[src/rtl/kmd_pkg.sv]
package kmd_pkg;

	localparam int unsigned SCAN_W = 24;
	localparam int unsigned CODE_W = 7;
	localparam int unsigned IDX_W  = 5;

	typedef logic [SCAN_W-1:0] scan_t;
	typedef logic [CODE_W-1:0] code_t;
	typedef logic [IDX_W-1:0]  idx_t;

	typedef struct packed {
		scan_t diff;
		scan_t scan;
		logic  flag;
	} qentry_t;

	function automatic code_t key_code_of(idx_t idx);
		code_t code;
		case (idx)
			5'd0:    code = 7'h41;
			5'd1:    code = 7'h42;
			5'd2:    code = 7'h43;
			5'd3:    code = 7'h3A;
			5'd4:    code = 7'h3C;
			5'd5:    code = 7'h3B;
			5'd6:    code = 7'h31;
			5'd7:    code = 7'h34;
			5'd8:    code = 7'h37;
			5'd9:    code = 7'h2E;
			5'd10:   code = 7'h3E;
			5'd11:   code = 7'h00;
			5'd12:   code = 7'h32;
			5'd13:   code = 7'h35;
			5'd14:   code = 7'h38;
			5'd15:   code = 7'h30;
			5'd16:   code = 7'h3D;
			5'd17:   code = 7'h3F;
			5'd18:   code = 7'h33;
			5'd19:   code = 7'h36;
			5'd20:   code = 7'h39;
			5'd21:   code = 7'h40;
			default: code = 7'h00;
		endcase
		return code;
	endfunction

endpackage

[src/rtl/kmd_front.sv]
module kmd_front #(
	parameter int unsigned NUM_KEYS = 24
) (
	input  logic            clk,
	input  logic            arst_n,
	input  kmd_pkg::scan_t  scan_bits,
	input  logic            scan_valid,
	output logic            scan_ready,
	output kmd_pkg::qentry_t push_data,
	output logic            push_valid,
	input  logic            push_ready
);
	import kmd_pkg::*;

	localparam scan_t KEY_MASK = (NUM_KEYS >= SCAN_W) ? {SCAN_W{1'b1}} :
		SCAN_W'((33'(1) << NUM_KEYS) - 33'(1));

	scan_t prev_q;
	scan_t accepted_q;
	logic  flag_q;

	scan_t scan_m;
	logic  stable;
	logic  differs;
	logic  take;

	assign scan_m     = scan_bits & KEY_MASK;
	assign stable     = (scan_m == prev_q);
	assign differs    = (scan_m != accepted_q);
	assign scan_ready = push_ready;
	assign push_valid = scan_valid;
	assign take       = scan_valid && push_ready;

	always_comb begin
		push_data.scan = scan_m;
		push_data.diff = '0;
		push_data.flag = flag_q;
		if (stable) begin
			if (differs) begin
				push_data.diff = scan_m ^ accepted_q;
				push_data.flag = 1'b1;
			end else begin
				push_data.flag = 1'b0;
			end
		end
	end

	always_ff @(posedge clk or negedge arst_n) begin
		if (!arst_n) begin
			prev_q     <= '1;
			accepted_q <= '1;
			flag_q     <= 1'b0;
		end else if (take) begin
			prev_q <= scan_m;
			flag_q <= push_data.flag;
			if (stable && differs) begin
				accepted_q <= scan_m;
			end
		end
	end

endmodule

[src/rtl/kmd_queue.sv]
module kmd_queue (
	input  logic             clk,
	input  logic             arst_n,
	input  kmd_pkg::qentry_t push_data,
	input  logic             push_valid,
	output logic             push_ready,
	output kmd_pkg::qentry_t pop_data,
	output logic             pop_valid,
	input  logic             pop_ready
);
	import kmd_pkg::*;

	qentry_t    slot_q [2];
	logic       wr_ptr_q;
	logic       rd_ptr_q;
	logic [1:0] count_q;
	logic       push;
	logic       pop;

	assign push_ready = (count_q != 2'd2);
	assign pop_valid  = (count_q != 2'd0);
	assign pop_data   = slot_q[rd_ptr_q];
	assign push       = push_valid && push_ready;
	assign pop        = pop_valid && pop_ready;

	always_ff @(posedge clk or negedge arst_n) begin
		if (!arst_n) begin
			wr_ptr_q <= 1'b0;
			rd_ptr_q <= 1'b0;
			count_q  <= 2'd0;
		end else begin
			if (push) begin
				wr_ptr_q <= ~wr_ptr_q;
			end
			if (pop) begin
				rd_ptr_q <= ~rd_ptr_q;
			end
			if (push && !pop) begin
				count_q <= count_q + 2'd1;
			end else if (pop && !push) begin
				count_q <= count_q - 2'd1;
			end
		end
	end

	always_ff @(posedge clk) begin
		if (push) begin
			slot_q[wr_ptr_q] <= push_data;
		end
	end

endmodule

[src/rtl/kmd_back.sv]
module kmd_back (
	input  logic             clk,
	input  logic             arst_n,
	input  kmd_pkg::qentry_t pop_data,
	input  logic             pop_valid,
	output logic             pop_ready,
	output logic             has_event,
	output kmd_pkg::code_t   key_code,
	output logic             released,
	output logic             changed_flag,
	output logic             last,
	output logic             result_valid,
	input  logic             result_ready
);
	import kmd_pkg::*;

	logic  busy_q;
	logic  out_valid_q;
	scan_t rest_q;
	scan_t bits_q;
	idx_t  idx_q;
	logic  flag_q;

	logic  out_free;
	logic  pop;
	logic  status;
	logic  emit_event;
	logic  step;
	logic  final_bit;

	assign out_free     = !out_valid_q || result_ready;
	assign pop_ready    = !busy_q && out_free;
	assign pop          = pop_valid && pop_ready;
	assign status       = pop && (pop_data.diff == '0);
	assign final_bit    = (rest_q[SCAN_W-1:1] == '0);
	assign emit_event   = busy_q && rest_q[0] && out_free;
	assign step         = busy_q && (!rest_q[0] || out_free);
	assign result_valid = out_valid_q;

	always_ff @(posedge clk or negedge arst_n) begin
		if (!arst_n) begin
			busy_q      <= 1'b0;
			out_valid_q <= 1'b0;
		end else begin
			if (status || emit_event) begin
				out_valid_q <= 1'b1;
			end else if (result_valid && result_ready) begin
				out_valid_q <= 1'b0;
			end
			if (pop && !status) begin
				busy_q <= 1'b1;
			end else if (emit_event && final_bit) begin
				busy_q <= 1'b0;
			end
		end
	end

	always_ff @(posedge clk) begin
		if (pop) begin
			rest_q <= pop_data.diff;
			bits_q <= pop_data.scan;
			flag_q <= pop_data.flag;
			idx_q  <= '0;
		end else if (step) begin
			rest_q <= rest_q >> 1;
			bits_q <= bits_q >> 1;
			idx_q  <= idx_t'(idx_q + idx_t'(1));
		end
		if (status) begin
			has_event    <= 1'b0;
			key_code     <= '0;
			released     <= 1'b0;
			changed_flag <= pop_data.flag;
			last         <= 1'b1;
		end else if (emit_event) begin
			has_event    <= 1'b1;
			key_code     <= key_code_of(idx_q);
			released     <= bits_q[0];
			changed_flag <= flag_q;
			last         <= final_bit;
		end
	end

endmodule

[src/rtl/key_matrix_debounce_event_gen.sv]
// Debounces full key matrix scans and reports key changes. A scan counts as stable
// when it matches the scan before it; a stable scan that differs from the accepted
// key state yields one event per changed key in ascending key order, and any other
// scan yields a single status transfer. The front end takes a scan whenever its
// two-entry queue has room. The back end walks the changed-key mask one bit per
// cycle, pausing at a changed key while the result side stalls, and stops after
// the highest changed key; it takes no new scan until the walk is done.
module key_matrix_debounce_event_gen #(
	parameter int unsigned NUM_KEYS = 24
) (
	input  logic           clk,
	input  logic           arst_n,
	input  kmd_pkg::scan_t scan_bits,
	input  logic           scan_valid,
	output logic           scan_ready,
	output logic           has_event,
	output kmd_pkg::code_t key_code,
	output logic           released,
	output logic           changed_flag,
	output logic           last,
	output logic           result_valid,
	input  logic           result_ready
);
	import kmd_pkg::*;

	qentry_t push_data;
	logic    push_valid;
	logic    push_ready;
	qentry_t pop_data;
	logic    pop_valid;
	logic    pop_ready;

	kmd_front #(
		.NUM_KEYS(NUM_KEYS)
	) u_front (
		.clk       (clk),
		.arst_n    (arst_n),
		.scan_bits (scan_bits),
		.scan_valid(scan_valid),
		.scan_ready(scan_ready),
		.push_data (push_data),
		.push_valid(push_valid),
		.push_ready(push_ready)
	);

	kmd_queue u_queue (
		.clk       (clk),
		.arst_n    (arst_n),
		.push_data (push_data),
		.push_valid(push_valid),
		.push_ready(push_ready),
		.pop_data  (pop_data),
		.pop_valid (pop_valid),
		.pop_ready (pop_ready)
	);

	kmd_back u_back (
		.clk         (clk),
		.arst_n      (arst_n),
		.pop_data    (pop_data),
		.pop_valid   (pop_valid),
		.pop_ready   (pop_ready),
		.has_event   (has_event),
		.key_code    (key_code),
		.released    (released),
		.changed_flag(changed_flag),
		.last        (last),
		.result_valid(result_valid),
		.result_ready(result_ready)
	);

endmodule

[config.mk]
export PLATFORM = sky130hd
export DESIGN_NAME = key_matrix_debounce_event_gen
export DESIGN_NICKNAME = d
export VERILOG_FILES = /design/src/rtl/kmd_pkg.sv /design/src/rtl/kmd_front.sv /design/src/rtl/kmd_queue.sv /design/src/rtl/kmd_back.sv /design/src/rtl/key_matrix_debounce_event_gen.sv
export SDC_FILE = /design/constraint.sdc
export NUM_CORES = 1
export LEC_CHECK = 0
export ABC_AREA = 1
export BUFFER_PORTS_ARGS = -buffer_cell sky130_fd_sc_hd__buf_4
export CAP_MARGIN = 20
export CORE_MARGIN = 2
export CORE_UTILIZATION = 50
export DETAILED_ROUTE_END_ITERATION = 16
export GPL_TIMING_DRIVEN = 0
export PLACE_DENSITY = 0.78
export SETUP_SLACK_MARGIN = 0.1
export SYNTH_ARGS = -nofsm -noshare
export SYNTH_HDL_FRONTEND = slang
export SYNTH_SLANG_ARGS = --single-unit
[constraint.sdc]
create_clock -name clk -period 3.1 [get_ports clk]
set_input_delay 0.465 -clock clk [delete_from_list [all_inputs] [get_ports clk]]
set_output_delay 0.465 -clock clk [all_outputs]
set_load 0.01 [all_outputs]
==> results of run 1 <==
==> worst max path at each step <==
stage	from	to	depth (start not counted)
floorplan	result_ready	u_back.bits_q[0]	6
global placement	result_ready	u_back.bits_q[1]	7
detailed placement	result_ready	u_back.bits_q[1]	8
CTS	u_queue.count_q[0]	u_back.bits_q[9]	7
global route	u_queue.count_q[0]	u_queue.count_q[1]	9
finish	u_queue.count_q[0]	u_queue.count_q[1]	9
==> cell usage after synthesis (3+ instances only) <==
library cell,instances
buf_6,4
nand3_1,9
nand2_2,8
inv_1,88
clkbuf_1,24
edfxtp_1,148
o31ai_1,23
dfrtp_1,7
nor4_1,5
dfxtp_1,15
o21ai_0,62
nor2_1,101
buf_2,12
ha_1,7
or2_2,5
xor2_1,7
a21oi_1,36
nand4_1,28
inv_2,18
o21ai_1,8
o211ai_1,3
nand2_1,347
xnor2_1,6
dfstp_2,48
==> area by class of cell <==
type | count | area share, %
Buffer | 41 | 1.78
Clock buffer | 25 | 5.47
Clock inverter | 19 | 2.06
Inverter | 107 | 3.51
Multi-Input combinational cell | 670 | 27.0
Sequential cell | 218 | 54.1
Tap cell | 265 | 2.90
Timing Repair Buffer | 43 | 3.22
==> state kept, by name, summed over array words and instances (netlist names), 2 cells and up <==
name,count
u_queue.slot_q,98
u_back.bits_q,24
u_back.rest_q,24
u_front.accepted_q,24
u_front.prev_q,24
u_back.key_code,7
u_back.idx_q,5
u_queue.count_q,2
==> cells by family (layout without fill, tap and decap cells) <==
group	Yosys count	in the layout	synth area share, %
fa+ha+maj	7	7	0.889
compound gates	134	134	7.51
simple gates	516	516	21.5
xor+xnor	13	13	1.16
flops	218	218	62.8
buf+inv	148	235	6.14
==> power groups by stage <==
stage | combinational, mW | clock [mW] | sequential, mW
6_report | 2.20 | 3.05 | 4.65
5_1_grt | 2.52 | 3.20 | 4.75
4_1_cts | 2.21 | 3.09 | 4.65
3_5_place_dp | 2.20 | 0 | 4.70
3_3_place_gp | 2.05 | 0 | 4.69
2_1_floorplan | 1.49 | 0 | 4.64
==> worst max-delay path, stage by stage, from the launching register on <==
cell      delay [ps]
dfrtp_1          400
nor2_1           350
nor3_2           180
inv_1            100
clkbuf_1         350
clkbuf_2         390
ha_1             320
a21oi_1          110
o21ai_0          110
xnor2_1          150
==> metal layers <==
layer | part of all wire, % | vias to the layer above | track usage (%)
met5 | 0 | - | 0
met4 | 2.4 | 0 | 6.13
met3 | 5.3 | 36 | 3.51
met2 | 49 | 180 | 35.4
met1 | 44 | 3297 | 27.0
li1 | - | 3558 | -
==> timing repair <==
| item | in CTS | in global routing |
|---|---|---|
| setup endpoints to repair | 18 | 28 |
| cloned | 0 | 0 |
| resized for setup | 1 | 2 |
| buffers inserted | 0 | 0 |
| hold buffers | 0 | 0 |
==> flow_summary.json, run 1 <==
{
  "status": "completed",
  "hp-class": "in -> async",
  "ys_async_sr_fraction_pct": 25.2,
  "cts_max_path_buffers": 3,
  "ant_nets": 0,
  "place_hpwl_um": 14800,
  "ys.warnings.count": 0,
  "r2r-end": "u_queue.count_q[1]",
  "crit_type": "reg -> reg",
  "finalHoldViolations": 0,
  "multi_input_area_um2": 3090,
  "seqCellArea_um2": 6180,
  "grt.total_usage_pct": 20.6,
  "io_pins": 41,
  "synth_edf_count": 148,
  "vias": 7071,
  "grt_pass1_wl_um": 33400,
  "yosysSeqAreaShare_pct": 62.8,
  "yosysTopAreaCellShare_pct": 45.1,
  "powerDensity_nw_per_um2": 866,
  "slew_viol_final": 0,
  "timing.final.crit_period_ps": 2600,
  "ir_worst_vdd_uv": 532,
  "p_total_mw": 9.90,
  "final_cell_mix": "346 x nand2_1, 148 x edfxtp_1, 99 x nor2_1",
  "finalCritPeriodShare_pct": 83.8,
  "synth_top_area_cell": "edfxtp_1",
  "synthCells": 1036,
  "areaGrowthSynthToFinish_pct": 16.1,
  "place_area_um2": 10600,
  "place_ws_ps": 54.7,
  "drt_iter0_drc": 596,
  "dieArea_um2": 20800,
  "final_common_cell": "nand2_1",
  "clock-sinks": 218,
  "reg2reg_depth": 9,
  "clock_power_share_pct": 30.8,
  "routabilityCongestion": 0.888,
  "power_frac_comb_pct": 22.2,
  "finalWirelength_um": 21000,
  "rsz0062_at_grt": "false",
  "dieWidth_um": 144,
  "critPathLaunchType": "register",
  "antenna_found_initial": 0,
  "finalWorstSetupSlack_ps": 502,
  "first_global_vias": 6522,
  "grt_start_max_net_pins": 56,
  "numCtsBuffers": 24,
  "fin_setup_tns_ps": 0,
  "max_clock_freq_ghz": 0.385,
  "start_util_pct": 50.8,
  "drv_cap": 0,
  "postLayoutCoreUtil_pct": 58.9,
  "slew_headroom_pct": 37.6,
  "clock_skew_ps": 13.5,
  "power.switching_mw": 2.94,
  "synthFlopType": "edfxtp_1",
  "drc": 0,
  "final_cells": 1388,
  "fill_cells": 1590,
  "tightest_slew_ps": 933,
  "cp_data_required_time_ps": 3490,
  "ctsHtreeMaxLevel": 1,
  "synthTopCellsByArea": "edfxtp_1 45%, nand2_1 13%, dfstp_2 13%, nor2_1 3.8%, inv_1 3.4%",
  "avgSynthCellArea_um2": 9.51,
  "syn_area_um2": 9850,
  "cts_tree": "done",
  "r2r_start": "u_queue.count_q[0]",
  "design_area_um2": 11400,
  "layout.nets": 1140,
  "arrival_ps": 2990,
  "setup_viol": 0,
  "dp_cells": 1344,
  "clk_pin_slew_ps": 60,
  "row_count": 51,
  "synth-seq-cells": 218,
  "via_per_inst": 5.09,
  "wl_per_cell_um": 15.1,
  "endpoint_kind": "register",
  "clockRootBuffer": "clkbuf_16",
  "cp_max_fo": 10,
  "die_h_um": 144,
  "drive_above_1_share_pct": 17.0,
  "synth_fp_nets": 1071,
  "reg2reg_slack_ps": 500,
  "core_um2": 19400,
  "netSwitchingFraction_pct": 29.7,
  "synth.distinct_cells": 38,
  "pwr-share-seq_pct": 47.0,
  "grt_overflow": 0,
  "first_pass_iters": 5,
  "antenna_cells": 0,
  "clock_latency_ps": 520,
  "io_buffers": 40,
  "p_leak_nw": 4.90,
  "hold_ws_ps": 40.2,
  "p_int_mw": 6.96
}
Note: power is estimated with default switching activity, not from simulation.
==> inputs of run 2 (changes only) <==
Settings changed: PLACE_DENSITY 0.78 to 0.76.
Clock period 3.1 ns to 2.55 ns, I/O delays scaled along.
==> flow_summary.json, run 2 (synthesis results as in run 1) <==
{
  "tightest_slew_ps": 727,
  "row_count": 51,
  "clock_skew_ps": 13.9,
  "die_h_um": 144,
  "crit_type": "reg -> reg",
  "finalHoldViolations": 0,
  "cts_max_path_buffers": 3,
  "p_int_mw": 8.15,
  "grt_overflow": 0,
  "first_global_vias": 6754,
  "design_area_um2": 11400,
  "final_common_cell": "nand2_1",
  "place_hpwl_um": 14700,
  "routabilityCongestion": 0.840,
  "clock_latency_ps": 510,
  "cp_data_required_time_ps": 2750,
  "slew_viol_final": 0,
  "fill_cells": 1646,
  "io_pins": 41,
  "max_clock_freq_ghz": 0.446,
  "power_frac_comb_pct": 22.9,
  "finalCritPeriodShare_pct": 88.0,
  "finalWirelength_um": 20600,
  "critPathLaunchType": "register",
  "clk_pin_slew_ps": 60,
  "start_util_pct": 50.8,
  "dp_cells": 1344,
  "antenna_found_initial": 0,
  "timing.final.crit_period_ps": 2240,
  "areaGrowthSynthToFinish_pct": 15.4,
  "via_per_inst": 5.01,
  "p_leak_nw": 4.88,
  "netSwitchingFraction_pct": 30.2,
  "endpoint_kind": "register",
  "largest_reg_flops": 98,
  "io_buffers": 40,
  "antenna_cells": 0,
  "drc": 0,
  "p_total_mw": 11.7,
  "slew_headroom_pct": 51.5,
  "drive_above_1_share_pct": 17.1,
  "dieArea_um2": 20800,
  "arrival_ps": 2440,
  "ctsHtreeMaxLevel": 1,
  "layout.nets": 1144,
  "seqCellArea_um2": 6180,
  "hold_ws_ps": 109,
  "powerDensity_nw_per_um2": 1030,
  "top_register": "u_queue.slot_q",
  "vias": 6975,
  "dieWidth_um": 144,
  "power.switching_mw": 3.52,
  "fin_setup_tns_ps": 0,
  "status": "completed",
  "first_pass_iters": 5,
  "place_area_um2": 10600,
  "pwr-share-seq_pct": 48.5,
  "ant_nets": 0,
  "grt.total_usage_pct": 20.7,
  "drt_iter0_drc": 583,
  "drv_cap": 0,
  "grt_start_max_net_pins": 56,
  "clock_power_share_pct": 28.6,
  "cts_tree": "done",
  "final_cells": 1391,
  "cp_max_fo": 27,
  "core_um2": 19400,
  "wl_per_cell_um": 14.8,
  "numCtsBuffers": 23,
  "clock-sinks": 218,
  "hp-class": "in -> reg",
  "rsz0062_at_grt": "false",
  "setup_viol": 0,
  "final_cell_mix": "346 x nand2_1, 148 x edfxtp_1, 99 x nor2_1",
  "ir_worst_vdd_uv": 606,
  "grt_pass1_wl_um": 33700,
  "clockRootBuffer": "clkbuf_16",
  "multi_input_area_um2": 3100
}
-- run 2: cell types whose count changed in the layout (fill, tap and decap cells not counted), moves of 2 or more --
| cell | delta |
|---|---|
| buf_4 | +2 |
| nor2_2 | +2 |
| clkinv_2 | +3 |
| bufinv_16 | -2 |
| clkbuf_16 | -2 |
-- run 2: critical path, stage by stage, from the launching register on --
cell	delay (ps)
dfrtp_1	400
inv_1	90
nand2_1	220
nand2_1	170
clkbuf_1	300
nor2_4	470
buf_12	260
-- run 2: cell type report --
| cell class | instances | share of cell area [%] |
|---|---|---|
| buffer | 41 | 1.83 |
| clock buffer | 26 | 5.25 |
| clock inverter | 16 | 1.40 |
| inverter | 107 | 3.53 |
| multi-input combinational | 672 | 27.3 |
| sequential | 218 | 54.4 |
| tap | 265 | 2.92 |
| timing repair buffer | 46 | 3.39 |
-- run 2: timing repair --
item,CTS,global route
endpoints found under the setup margin,49,90
buffers inserted,0,2
endpoints found under the hold margin,7,0
cloned,0,2
pin swaps,0,3
hold buffers,1,0
gates resized for setup,3,2
-- run 2: power by group through the flow --
stage	clock network (mW)	registers (mW)	logic, mW
3_5_place_dp	0	5.72	2.64
4_1_cts	3.39	5.66	2.68
5_1_grt	3.52	5.78	3.08
6_report	3.33	5.66	2.68
3_3_place_gp	0	5.69	2.50
2_1_floorplan	0	5.63	1.82
-- run 2: per-stage QoR --
stage / setup slack, ps / utilization (%)
2_1_floorplan: 271 / -
3_3_place_gp: -573 / 54.1
3_5_place_dp: -244 / 54.4
4_1_cts: 130 / 58.4
5_1_grt: 128 / 58.6
6_report: 305 / 58.6
-- run 2: final timing paths --
kind                                         from                endpoint  slack (ps)  depth (start not counted)
setup / recovery               u_queue.count_q[0]   u_queue.slot_q[1][42]         310                          6
hold / removal                      scan_bits[21]   u_queue.slot_q[0][22]         110                          1
setup reg to reg               u_queue.count_q[0]   u_queue.slot_q[1][42]         310                          6
hold reg to reg            u_front.accepted_q[16]  u_front.accepted_q[16]         470                          2
max in group asynchronous                  arst_n      u_queue.count_q[0]        1600                          2
min in group asynchronous                  arst_n        u_queue.rd_ptr_q         490                          2
-- run 2: layer usage --
| layer | global-route usage, % | vias to the layer above | part of all wire, % |
|---|---|---|---|
| li1 | - | 3557 | - |
| met1 | 27.4 | 3185 | 45 |
| met2 | 35.0 | 185 | 47 |
| met3 | 2.68 | 48 | 4.8 |
| met4 | 7.92 | 0 | 3.2 |
| met5 | 0 | - | 0 |
==> inputs of run 3 (changes only) <==
Settings changed: CTS_BUF_LIST set to sky130_fd_sc_hd__clkbuf_4.
==> flow_summary.json, run 3 (synthesis results as in run 1) <==
{
  "die_h_um": 144,
  "fill_cells": 1647,
  "grt.total_usage_pct": 21.2,
  "top_register": "u_queue.slot_q",
  "endpoint_kind": "register",
  "r2r-end": "u_queue.count_q[1]",
  "first_global_vias": 7022,
  "routabilityCongestion": 0.840,
  "numCtsBuffers": 54,
  "dieArea_um2": 20800,
  "cp_max_fo": 10,
  "slew_viol_final": 0,
  "drc": 0,
  "p_total_mw": 11.3,
  "wl_per_cell_um": 14.3,
  "reg2reg_slack_ps": 230,
  "grt_overflow": 0,
  "place_area_um2": 10600,
  "finalHoldViolations": 0,
  "status": "completed",
  "via_per_inst": 4.97,
  "grt_start_max_net_pins": 56,
  "cts_max_path_buffers": 3,
  "final_cells": 1472,
  "finalWirelength_um": 21100,
  "cp_data_required_time_ps": 3070,
  "arrival_ps": 2840,
  "crit_type": "reg -> reg",
  "dp_cells": 1344,
  "drive_above_1_share_pct": 19.7,
  "postLayoutCoreUtil_pct": 59.6,
  "ant_nets": 0,
  "hold_ws_ps": 112,
  "drv_cap": 0,
  "tightest_slew_ps": 711,
  "grt_pass1_wl_um": 34300,
  "slew_headroom_pct": 52.6,
  "final_cell_mix": "346 x nand2_1, 148 x edfxtp_1, 99 x nor2_1",
  "ctsHtreeMaxLevel": 2,
  "cts_tree": "done",
  "finalCritPeriodShare_pct": 90.8,
  "largest_reg_flops": 98,
  "reg2reg_depth": 10,
  "rsz0062_at_grt": "true",
  "first_pass_iters": 5,
  "critPathLaunchType": "register",
  "clk_pin_slew_ps": 60,
  "vias": 7309,
  "place_hpwl_um": 14700,
  "max_clock_freq_ghz": 0.432,
  "areaGrowthSynthToFinish_pct": 17.3,
  "crit_path_start": "u_queue.count_q[0]",
  "design_area_um2": 11600,
  "clock_latency_ps": 660,
  "timing.final.crit_period_ps": 2320,
  "cp-endpoint": "u_queue.count_q[1]",
  "io_buffers": 40,
  "hp-class": "in -> reg",
  "clock-sinks": 218,
  "cts_post_setup_buffers_inserted": 0,
  "antenna_found_initial": 1,
  "ir_worst_vdd_uv": 429,
  "layout.nets": 1197,
  "clockRootBuffer": "clkbuf_4",
  "core_um2": 19400,
  "drt_iter0_drc": 521,
  "row_count": 51,
  "start_util_pct": 50.8,
  "r2r_start": "u_queue.count_q[0]",
  "final_common_cell": "nand2_1",
  "powerDensity_nw_per_um2": 981,
  "setup_viol": 0,
  "io_pins": 41,
  "clock_skew_ps": 44.9,
  "dieWidth_um": 144,
  "p_leak_nw": 5.02
}
==> run 3: layout make-up <==
type,instances,area (um2),share of cell area (%)
antenna,1,2.50,0.0217
buffer,41,205,1.78
clock buffer,75,563,4.87
clock inverter,25,155,1.34
inverter,107,402,3.48
multi-input combinational,672,3100,26.9
sequential,218,6180,53.5
tap,265,332,2.87
timing repair buffer,68,611,5.28
==> run 3: per-layer routing <==
layer | track usage [%] | part of all wire (%)
met1 | 27.0 | 42
met4 | 7.97 | 2.5
met3 | 4.27 | 6.0
met5 | 0 | 0
met2 | 36.0 | 49
==> run 3: worst min path at each step <==
stage | startpoint | endpoint | cells past startpoint
final | result_ready | u_back.result_valid | 4
after floorplan | arst_n | u_back.busy_q | 0
after global routing | result_ready | u_back.result_valid | 4
after detailed placement | u_front.accepted_q[7] | u_front.accepted_q[7] | 2
after CTS | result_ready | u_back.result_valid | 4
after global placement | u_front.flag_q | u_front.flag_q | 2
==> run 3: where the power goes <==
part | switching, mW | internal [mW] | total (mW)
registers | 0.470 | 5.19 | 5.66
clock network | 1.39 | 1.58 | 2.97
logic | 1.72 | 0.991 | 2.71
total | 3.58 | 7.76 | 11.3
==> run 3: what timing repair did <==
action                                  CTS  global route
hold buffers                             25             0
resized for setup                         3             2
pin swaps                                 0             2
endpoints found under the setup margin   47            90
cloned                                    0             2
endpoints found under the hold margin    87             0
==> run 3: worst max-delay path, stage by stage (launching register included) <==
cell and delay, ps:
dfrtp_1 400, inv_1 80, nand2_1 230, nand2_1 160, inv_1 110, buf_2 200, buf_2 330, ha_1 320
a21oi_1 130, o21ai_0 110, xnor2_1 130
==> run 3: per-stage QoR <==
step	worst slack (ps)	setup TNS, ps
detailed placement	-244	-8590
global route	72.6	0
CTS	139	0
floorplan	271	0
global placement	-573	-36410
finish	234	0
